===== src/wcap_pkg.sv =====
// ============================================================================
// wcap_pkg: shared types and constants of the weighted class argmax block
// Holds the table geometry, the fixed-point constants, the register indexes
// and the word formats that travel between the pipeline stages.
// ============================================================================
package wcap_pkg;

    // Table geometry.
    localparam int MAX_CLASSES = 8;
    localparam int SLOT_W      = $clog2(MAX_CLASSES);
    localparam int COUNT_W     = $clog2(MAX_CLASSES + 1);

    // Field widths.
    localparam int SAMPLE_W = 32;
    localparam int WEIGHT_W = 17;
    localparam int LABEL_W  = 16;
    localparam int SCORE_W  = 49;
    localparam int CFG_W    = 32;
    localparam int CFG_IDX_W = 2;

    // Fixed-point constants: weight 1.0 in Q1.16 and score -1.0 in Q17.32.
    localparam logic signed [SAMPLE_W-1:0] WEIGHT_ONE = 32'sh0001_0000;
    localparam logic signed [SCORE_W-1:0]  SCORE_MINUS_ONE = -(49'sd1 <<< 32);

    // Result queue depth; it must cover the words still in the pipeline.
    localparam int QDEPTH  = 4;
    localparam int QPTR_W  = $clog2(QDEPTH);
    localparam int QCNT_W  = $clog2(QDEPTH + 1);

    // Item function codes.
    typedef enum logic {
        FUNC_LOAD    = 1'b0,
        FUNC_ELEMENT = 1'b1
    } func_t;

    // Configuration register indexes.
    typedef enum logic [CFG_IDX_W-1:0] {
        REG_SOFT_MODE    = 2'd0,
        REG_CLASS_COUNT  = 2'd1,
        REG_NODATA_CHECK = 2'd2,
        REG_NODATA_VALUE = 2'd3
    } cfg_reg_t;

    // Control flags that follow an element down the pipeline.
    typedef struct packed {
        logic first;
        logic last;
    } elem_ctl_t;

    // One result word as held in the output queue.
    typedef struct packed {
        logic                       is_nodata;
        logic signed [SAMPLE_W-1:0] result;
    } result_t;

endpackage


===== src/weighted_class_argmax_per_pixel.sv =====
// ============================================================================
// weighted_class_argmax_per_pixel: per-pixel weighted argmax over classes
// Stores a weight and a label per class in two small synchronous tables and
// reduces each pixel's run of class potentials to a label, the largest
// potential or the no-data marker.
// ============================================================================
//
//  channel | signals                                        | direction
//  --------+------------------------------------------------+----------
//  input   | in_valid, in_ready, func, class_slot,          | in
//          | sample_value, class_label                      |
//  output  | out_valid, out_ready, pixel_result,            | out
//          | pixel_is_nodata                                |
//  config  | cfg_write, cfg_index, cfg_data                 | in
//
//  One input word is taken every cycle while in_ready is high. The tables are
//  read at the accept edge, the weighted score is formed in the next stage
//  and the running best is updated in the stage after, from which a pixel's
//  result is written into the queue. A four-word result queue decouples the
//  output; input is held off only while the queue and the two stages in
//  flight could fill it. Reset clears control state and loads the register
//  defaults; the tables are not cleared and must be loaded before use.
//
module weighted_class_argmax_per_pixel (
    input  logic                          clk,
    input  logic                          rst_n,
    // Configuration port.
    input  logic                          cfg_write,
    input  logic [wcap_pkg::CFG_IDX_W-1:0] cfg_index,
    input  logic [wcap_pkg::CFG_W-1:0]    cfg_data,
    // Input channel.
    input  logic                          in_valid,
    output logic                          in_ready,
    input  logic                          func,
    input  logic [2:0]                    class_slot,
    input  logic signed [31:0]            sample_value,
    input  logic [15:0]                   class_label,
    // Output channel.
    output logic                          out_valid,
    input  logic                          out_ready,
    output logic signed [31:0]            pixel_result,
    output logic                          pixel_is_nodata
);
    import wcap_pkg::*;

    // ------------------------------------------------------------------
    // Declarations.
    // ------------------------------------------------------------------
    logic                       soft_mode_reg;
    logic [COUNT_W-1:0]         class_count_reg;
    logic                       nodata_check_reg;
    logic signed [SAMPLE_W-1:0] nodata_value_reg;

    logic [WEIGHT_W-1:0]        weight_mem [MAX_CLASSES];
    logic [LABEL_W-1:0]         label_mem  [MAX_CLASSES];

    logic                       in_accept;
    logic                       load_accept;
    logic                       elem_accept;
    logic [WEIGHT_W-1:0]        weight_sat;
    logic [COUNT_W-1:0]         count_eff;
    logic [COUNT_W-1:0]         index_inc;
    logic                       elem_last;

    logic [COUNT_W-1:0]         element_index_reg;
    logic [COUNT_W-1:0]         element_index_next;

    // Stage 1: table read data and the element.
    logic                       s1_valid_reg;
    elem_ctl_t                  s1_ctl_reg;
    logic signed [SAMPLE_W-1:0] s1_sample_reg;
    logic [WEIGHT_W-1:0]        s1_weight_reg;
    logic [LABEL_W-1:0]         s1_label_reg;
    logic signed [SCORE_W-1:0]  s1_product;

    // Stage 2: weighted score.
    logic                       s2_valid_reg;
    elem_ctl_t                  s2_ctl_reg;
    logic signed [SAMPLE_W-1:0] s2_sample_reg;
    logic signed [SCORE_W-1:0]  s2_score_reg;
    logic [LABEL_W-1:0]         s2_label_reg;

    // Running pixel state.
    logic signed [SCORE_W-1:0]  best_score_reg;
    logic signed [SCORE_W-1:0]  best_score_next;
    logic [LABEL_W-1:0]         best_label_reg;
    logic [LABEL_W-1:0]         best_label_next;
    logic signed [SAMPLE_W-1:0] running_max_reg;
    logic signed [SAMPLE_W-1:0] running_max_next;
    logic                       saw_nodata_reg;
    logic                       saw_nodata_next;

    logic signed [SCORE_W-1:0]  best_cur;
    logic signed [SAMPLE_W-1:0] max_cur;
    logic                       score_wins;
    logic                       push;
    result_t                    push_word;

    // Result queue.
    result_t                    queue_mem [QDEPTH];
    logic [QPTR_W-1:0]          wr_ptr_reg;
    logic [QPTR_W-1:0]          rd_ptr_reg;
    logic [QCNT_W-1:0]          q_count_reg;
    logic [QCNT_W-1:0]          q_count_next;
    logic [QCNT_W-1:0]          occupancy;
    logic                       pop;
    result_t                    head_word;

    // ------------------------------------------------------------------
    // Configuration registers.
    // ------------------------------------------------------------------
    always_ff @(posedge clk or negedge rst_n)
    begin
        if (!rst_n)
        begin
            soft_mode_reg    <= 1'b0;
            class_count_reg  <= COUNT_W'(2);
            nodata_check_reg <= 1'b0;
            nodata_value_reg <= '0;
        end
        else if (cfg_write)
        begin
            case (cfg_reg_t'(cfg_index))
                REG_SOFT_MODE:    soft_mode_reg    <= cfg_data[0];
                REG_CLASS_COUNT:  class_count_reg  <= cfg_data[COUNT_W-1:0];
                REG_NODATA_CHECK: nodata_check_reg <= cfg_data[0];
                REG_NODATA_VALUE: nodata_value_reg <= $signed(cfg_data[SAMPLE_W-1:0]);
                default:          ;
            endcase
        end
    end

    // ------------------------------------------------------------------
    // Input acceptance and element counting.
    // ------------------------------------------------------------------
    assign occupancy   = q_count_reg + QCNT_W'(s1_valid_reg) + QCNT_W'(s2_valid_reg);
    assign in_ready    = (occupancy < QCNT_W'(QDEPTH));
    assign in_accept   = in_valid && in_ready;
    assign load_accept = in_accept && (func_t'(func) == FUNC_LOAD);
    assign elem_accept = in_accept && (func_t'(func) == FUNC_ELEMENT);

    // Out-of-range class counts are clamped: zero to one, larger ones to the table size.
    always_comb
    begin
        if (class_count_reg == '0)
            count_eff = COUNT_W'(1);
        else if (class_count_reg > COUNT_W'(MAX_CLASSES))
            count_eff = COUNT_W'(MAX_CLASSES);
        else
            count_eff = class_count_reg;
    end

    assign index_inc = element_index_reg + COUNT_W'(1);
    assign elem_last = (index_inc >= count_eff);

    always_comb
    begin
        element_index_next = element_index_reg;
        if (elem_accept)
            element_index_next = elem_last ? '0 : index_inc;
    end

    always_ff @(posedge clk or negedge rst_n)
    begin
        if (!rst_n)
            element_index_reg <= '0;
        else
            element_index_reg <= element_index_next;
    end

    // Load weights are clamped to the range 0 to 1.0.
    always_comb
    begin
        if (sample_value < 0)
            weight_sat = '0;
        else if (sample_value > WEIGHT_ONE)
            weight_sat = WEIGHT_ONE[WEIGHT_W-1:0];
        else
            weight_sat = sample_value[WEIGHT_W-1:0];
    end

    // ------------------------------------------------------------------
    // Class tables: written by loads, read by elements at the accept edge.
    // ------------------------------------------------------------------
    always_ff @(posedge clk)
    begin
        if (load_accept)
        begin
            weight_mem[class_slot] <= weight_sat;
            label_mem[class_slot]  <= class_label;
        end
    end

    always_ff @(posedge clk)
    begin
        if (elem_accept)
        begin
            s1_weight_reg <= weight_mem[element_index_reg[SLOT_W-1:0]];
            s1_label_reg  <= label_mem[element_index_reg[SLOT_W-1:0]];
        end
    end

    // Stage 1 control and payload.
    always_ff @(posedge clk or negedge rst_n)
    begin
        if (!rst_n)
            s1_valid_reg <= 1'b0;
        else
            s1_valid_reg <= elem_accept;
    end

    always_ff @(posedge clk)
    begin
        if (elem_accept)
        begin
            s1_sample_reg    <= sample_value;
            s1_ctl_reg.first <= (element_index_reg == '0);
            s1_ctl_reg.last  <= elem_last;
        end
    end

    // ------------------------------------------------------------------
    // Stage 1 to 2: exact weighted score.
    // ------------------------------------------------------------------
    assign s1_product = SCORE_W'(s1_sample_reg) * SCORE_W'($signed({1'b0, s1_weight_reg}));

    always_ff @(posedge clk or negedge rst_n)
    begin
        if (!rst_n)
            s2_valid_reg <= 1'b0;
        else
            s2_valid_reg <= s1_valid_reg;
    end

    always_ff @(posedge clk)
    begin
        if (s1_valid_reg)
        begin
            s2_score_reg  <= s1_product;
            s2_sample_reg <= s1_sample_reg;
            s2_label_reg  <= s1_label_reg;
            s2_ctl_reg    <= s1_ctl_reg;
        end
    end

    // ------------------------------------------------------------------
    // Stage 2: update the running best, maximum and no-data flag.
    // ------------------------------------------------------------------
    assign best_cur   = s2_ctl_reg.first ? SCORE_MINUS_ONE : best_score_reg;
    assign max_cur    = s2_ctl_reg.first ? '0 : running_max_reg;
    assign score_wins = (s2_score_reg > best_cur);

    always_comb
    begin
        best_score_next  = best_score_reg;
        best_label_next  = best_label_reg;
        running_max_next = running_max_reg;
        saw_nodata_next  = saw_nodata_reg;
        if (s2_valid_reg)
        begin
            // The first element's label is class 0's, win or not.
            best_score_next  = score_wins ? s2_score_reg : best_cur;
            best_label_next  = (score_wins || s2_ctl_reg.first) ? s2_label_reg
                                                                 : best_label_reg;
            running_max_next = (s2_sample_reg > max_cur) ? s2_sample_reg : max_cur;
            saw_nodata_next  = (!s2_ctl_reg.first && saw_nodata_reg) ||
                               (nodata_check_reg && (s2_sample_reg == nodata_value_reg));
        end
    end

    always_ff @(posedge clk or negedge rst_n)
    begin
        if (!rst_n)
        begin
            best_score_reg  <= SCORE_MINUS_ONE;
            best_label_reg  <= '0;
            running_max_reg <= '0;
            saw_nodata_reg  <= 1'b0;
        end
        else
        begin
            best_score_reg  <= best_score_next;
            best_label_reg  <= best_label_next;
            running_max_reg <= running_max_next;
            saw_nodata_reg  <= saw_nodata_next;
        end
    end

    // The mode in force when the last element leaves stage 2 picks the result.
    assign push = s2_valid_reg && s2_ctl_reg.last;

    always_comb
    begin
        push_word.is_nodata = saw_nodata_next;
        if (saw_nodata_next)
            push_word.result = nodata_value_reg;
        else if (soft_mode_reg)
            push_word.result = running_max_next;
        else
            push_word.result = $signed({{(SAMPLE_W-LABEL_W){1'b0}}, best_label_next});
    end

    // ------------------------------------------------------------------
    // Result queue.
    // ------------------------------------------------------------------
    assign head_word = queue_mem[rd_ptr_reg];
    assign out_valid = (q_count_reg != '0);
    assign pop       = out_valid && out_ready;

    assign pixel_result    = head_word.result;
    assign pixel_is_nodata = head_word.is_nodata;

    always_ff @(posedge clk)
    begin
        if (push)
            queue_mem[wr_ptr_reg] <= push_word;
    end

    always_comb
    begin
        q_count_next = q_count_reg;
        if (push && !pop)
            q_count_next = q_count_reg + QCNT_W'(1);
        else if (pop && !push)
            q_count_next = q_count_reg - QCNT_W'(1);
    end

    always_ff @(posedge clk or negedge rst_n)
    begin
        if (!rst_n)
        begin
            wr_ptr_reg  <= '0;
            rd_ptr_reg  <= '0;
            q_count_reg <= '0;
        end
        else
        begin
            if (push)
                wr_ptr_reg <= wr_ptr_reg + QPTR_W'(1);
            if (pop)
                rd_ptr_reg <= rd_ptr_reg + QPTR_W'(1);
            q_count_reg <= q_count_next;
        end
    end

endmodule

===== config.mk =====
export PLATFORM = sky130hd
export DESIGN_NAME = weighted_class_argmax_per_pixel
export DESIGN_NICKNAME = d
export VERILOG_FILES = /design/src/wcap_pkg.sv /design/src/weighted_class_argmax_per_pixel.sv
export SDC_FILE = /design/constraint.sdc
export NUM_CORES = 2
export LEC_CHECK = 0
export BUFFER_PORTS_ARGS = -buffer_cell sky130_fd_sc_hd__buf_2
export CORE_MARGIN = 2
export CORE_UTILIZATION = 69
export CTS_CLUSTER_SIZE = 8
export DETAILED_ROUTE_END_ITERATION = 8
export PLACE_DENSITY = 0.87
export SLEW_MARGIN = 20
export SYNTH_ARGS = -nofsm -noshare
export SYNTH_HDL_FRONTEND = slang
export SYNTH_SLANG_ARGS = --single-unit

===== constraint.sdc =====
create_clock -name clk -period 18.8 [get_ports clk]
set_input_delay 5.64 -clock clk [delete_from_list [all_inputs] [get_ports clk]]
set_output_delay 5.64 -clock clk [all_outputs]
set_load 0.005 [all_outputs]

; Yosys cells after proc, flatten, opt, wreduce, memory -nomap -nowiden
; Memories as Yosys holds them, arrays and structs flattened. A register that Yosys moved wholly into a read port is not among the register bits.
; Index checks and enable logic that the tools add are counted.
[totals]
ramBits = 396
mem_count = 3
output_inout_bits = 35
elab_cells = 89
register_bits = 282
romBits = 0
latch_bits = 0
[op_classes]
eq_ne = 4
n_lt_le_gt_ge = 7
n_reduce_logical = 23
n_shift = 0
n_div = 0
n_addsub = 7
muxes = 21
multipliers = 1
n_bitwise = 1
[mem_list]
columns = memory, depth, width, read_ports, rd_clocked_by_memory_dff, wr, line_no
row1 = weight_mem, 8, 17, 1, 1, 1, weighted_class_argmax_per_pixel.sv:54  ; logic [WEIGHT_W-1:0] weight_mem [MAX_CLASSES];
row2 = queue_mem, 4, 33, 1, 0, 1, weighted_class_argmax_per_pixel.sv:100  ; result_t queue_mem [QDEPTH];
row3 = label_mem, 8, 16, 1, 1, 1, weighted_class_argmax_per_pixel.sv:55  ; logic [LABEL_W-1:0] label_mem [MAX_CLASSES];
[ops]
columns = op, n
row1 = $mux W32, 5
row2 = $mux W49, 2
row3 = $gt A49 B49 Y1, 1
row4 = $mul A32 B18 Y49, 1
row5 = $mux W17, 2
row6 = $eq A32 B32 Y1, 1
row7 = $gt A32 B18 Y1 const B, 1
row8 = $gt A32 B32 Y1, 1
row9 = $lt A32 B1 Y1 const B, 1
row10 = $mux W16, 2
row11 = $mux W4, 3
row12 = $logic_and A1 B1 Y1, 9
row13 = $logic_not A4 Y1, 2
row14 = $reduce_and A2 Y1, 4
row15 = $add A3 B1 Y3, 2
row16 = $mux W3, 2
row17 = $mux W1, 5
row18 = $add A2 B1 Y2 const B, 2
row19 = $add A4 B1 Y4 const B, 1
row20 = $eq A2 B2 Y1 const B, 2
row21 = $ge A4 B4 Y1, 1
row22 = $gt A4 B4 Y1 const B, 1
row23 = $add A3 B1 Y3 const B, 1
row24 = $logic_not A1 Y1, 3
row25 = other kinds (8), 9

; Logic depth before layout (Yosys ltp)
[logic_depth]
ltp_word = 7
depth_mapped = 24
mapped_depth_nobuf = 23

; Worst setup path before layout
; OpenSTA, ideal clock, no wires.
[synth_timing]
path_type = input to register
from = in class_slot[0]
to = mem label_mem[0][0], enable pin
setup_slack_ns = 9.987
path_buffers = 0
path_stages = 2
setup_ns = 0.465
arrival_ns = 8.348
cell_sequence = or3_1 nor3_1
[synth_lines]
columns = element, line_no
row1 = from (decl), weighted_class_argmax_per_pixel.sv:35  ; input logic [2:0] class_slot,
row2 = to (decl), weighted_class_argmax_per_pixel.sv:55
; Straight into the memory's write port.

; Worst setup path after layout
[layout_timing]
from = reg s2_valid_reg
to = out in_ready
[layout_between]
elab_chain_cells = 2
[layout_rtl]
columns = element, line_no
row1 = from (decl), weighted_class_argmax_per_pixel.sv:77  ; logic s2_valid_reg;
row2 = from (signal assigned), weighted_class_argmax_per_pixel.sv:232  ; s2_valid_reg <= s1_valid_reg;
row3 = $add A3 B1 Y3, weighted_class_argmax_per_pixel.sv:136  ; assign occupancy = q_count_reg + QCNT_W'(s1_valid_reg) + QCNT_W'(s2_valid_reg);
row4 = $lt A3 B3 Y1, weighted_class_argmax_per_pixel.sv:137  ; assign in_ready = (occupancy < QCNT_W'(QDEPTH));
row5 = to (decl), weighted_class_argmax_per_pixel.sv:33  ; output logic in_ready,
; Every way passes these cells.

==> flow_metrics.tcl <==
set metrics [dict create \
    track_usage 0.3613 \
    largest_reg_flops 136 \
    rows 96 \
    relSlewSlack 0.1872 \
    reg.largest.list "weight_mem x136, queue_mem x132, label_mem x128" \
    worst_clock_skew_ns 0.05470 \
    synth.top_cell.area_share 0.3537 \
    vias 31310 \
    finalSetupTns_ns 0 \
    syn_area_um2 47720 \
    post_drt_via_cell_ratio 6.353 \
    yosys_most_used_dff "edfxtp_1" \
    globalRoute.totalOverflow 0 \
    finalHoldViolCount 0 \
    synth_warnings 0 \
    cts_htree_levels 3 \
    grt_max_degree 74 \
    ys_seq_area_frac 0.4323 \
    slowest_stage "xnor2_1" \
    clkLatencyLatePin_ns 0.70 \
    synth-edff-count 562 \
    clkTransAtPathRegs_ns 0.06 \
    multi_input_area_um2 24090 \
    status "complete, no violations" \
    die_area_um2 71280 \
    cp_max_fo 9 \
    criticalPathCategory "reg -> out" \
    ys_top_cells_by_area "edfxtp_1 35%, fa_1 22%, dfrtp_1 6.9%, ha_1 5.5%, inv_1 5.1%" \
    antenna_found_initial 7 \
    ant_nets 0 \
    drcViolationCount 0 \
    critical_path_required_ns 13.16 \
    ioPinCount 126 \
    syn_nets 4612 \
    grt_pass1_wl_um 192800 \
    postCtsSetupRepairBufs 0 \
    drv_slew 0 \
    ys_ff_latch 711 \
    regMostFlops "weight_mem" \
    drive_gt1_frac 0.1334 \
    regArea_um2 20640 \
    gp_congestion 0.9101 \
    syn_inst 3796 \
    hold_buffers 0 \
    first_pass_iters 7 \
    start_util 0.6958 \
    clkSinkCount 711 \
    cp-start-kind "flop" \
    hold_path.class "reg -> reg" \
    maxCapViolCount 0 \
    drtIter0Drc 3674 \
    clk_path_buf_depth 3 \
    post-dp-hpwl_um 78560 \
    grt_pass1_vias 34180 \
    die_x_um 267.0 \
    ys_types 70 \
    wl_per_cell_um 25.09 \
    rsz0062_at_grt "false" \
    cp.arrival_ns 2.54 \
    critical_path.max_stage_delay_ns 0.61 \
    async_flop_share 0.2096 \
    clock.fmax_ghz 0.1223 \
    setup_viol 0 \
    area_growth_pct 9.709 \
    finalCriticalPeriod_ns 8.176 \
    path_cells "ha_1, a21oi_1, nor2b_1, xnor2_1, buf_2" \
    synth_top_area_cell "edfxtp_1" \
    root_buffer "clkbuf_16" \
    core_um2 68590 \
    tritoncts "yes" \
    fin_nets 4738 \
    die_y_um 267.0 \
    cts_resized 0 \
    max_slew.worst_pin.slew_ns 1.219 \
    num-fill-cells 3758 \
    place.port_buffers 125 \
    numCtsBuffers 99 \
    worstSetupEndpointType "output pin" \
    drt_wl_total_um 123600 \
    syn_avg_cell_area_um2 12.57 \
    fin_crit_sh 0.4349 \
]
-- per-stage QoR --
step                      cells  instance area (um2)  hold WS [ns]    util  worst slack (ns)
after CTS                  4919                52320        0.4258  0.7628             10.73
after global placement     4751                49380        0.4009  0.7200             10.18
after global routing       4925                52350        0.4412  0.7632             10.61
after floorplan            3796                47720        0.4003       -             9.987
final                      4928                52350        0.4289  0.7633             10.62
after detailed placement   4751                49400        0.4135  0.7202             10.75
-- worst paths after layout --
kind	startpoint	endpoint	slack [ns]	cells after the start
max in group asynchronous	rst_n	element_index_reg[0]	12.00	3
worst min register to register	s1_label_reg[10]	s2_label_reg[10]	0.43	0
worst max-delay path	s2_valid_reg	in_ready	10.62	5
min in group asynchronous	rst_n	best_score_reg[13]	4.85	1
worst min-delay path	s1_label_reg[10]	s2_label_reg[10]	0.43	0
worst max register to register	s1_sample_reg[8]	s2_score_reg[48]	11.44	21
-- cells by family after synthesis --
group	synth area share
xor gates and xnor gates	0.01613
AOI/OAI and AO/OA	0.05042
buffers and inverters	0.06487
adders and majority gates	0.2714
and+or+nand+nor	0.09717
DFF	0.4323
muxes	0.06773
-- cell usage in the layout (no fill, tap or decap), types with 17 or more instances in the layout --
| cell type | Yosys | final |
|---|---|---|
| nor2_1 | 89 | 81 |
| o21ai_0 | 29 | 29 |
| clkbuf_16 | 0 | 99 |
| a21o_1 | 28 | 28 |
| dfstp_2 | 18 | 18 |
| dfrtp_1 | 131 | 127 |
| edfxtp_1 | 562 | 562 |
| inv_1 | 652 | 651 |
| nand4_1 | 17 | 17 |
| buf_4 | 1 | 56 |
| nand2_1 | 397 | 397 |
| mux2_2 | 73 | 73 |
| clkbuf_1 | 126 | 60 |
| fa_1 | 517 | 517 |
| o22a_1 | 18 | 18 |
| a22o_1 | 49 | 49 |
| xor2_1 | 44 | 44 |
| mux2i_1 | 18 | 18 |
| mux4_2 | 99 | 99 |
| buf_2 | 8 | 124 |
| and2_1 | 313 | 313 |
| ha_1 | 208 | 208 |
| xnor2_1 | 42 | 42 |
| a21oi_1 | 97 | 97 |
| nand3_1 | 38 | 38 |
-- Yosys cell counts (all sizes together), types with 31 or more instances --
master  count
edfxtp    562
nor2       89
a21oi      99
mux4       99
o21ai      50
clkbuf    126
inv       654
xnor2      43
buf        31
dfrtp     131
ha        208
mux2       73
fa        517
xor2       44
and2      313
nand3      38
nand2     397
a22o       49
-- critical path, delay by kind of cell, from the launching register on --
kind / cells / cell delay (ns)
xor gates and xnor gates: 1 / 0.61
DFF: 1 / 0.46
adders and majority gates: 1 / 0.33
buffers and inverters: 1 / 0.24
AOI/OAI and AO/OA: 1 / 0.15
and+or+nand+nor: 1 / 0.08
-- area by class of cell --
type,count,area share
Inverter,654,0.04689
Sequential cell,711,0.3942
Tap cell,931,0.02225
Clock buffer,160,0.05189
Timing Repair Buffer,182,0.02039
Multi-Input combinational cell,2274,0.4601
Clock inverter,8,0.003920
Antenna cell,8,0.0003824
-- routing by layer --
metal / global-route usage / up-vias / share of wire
met2: 0.5755 / 2327 / 0.48
met3: 0.09014 / 579 / 0.11
met5: 0 / - / 0
li1: - / 12800 / -
met4: 0.1871 / 0 / 0.058
met1: 0.4656 / 15600 / 0.35
Power is left out: the tool's default activity adds up to more than one toggle a clock period on the data nets, which glitch-free logic cannot reach.
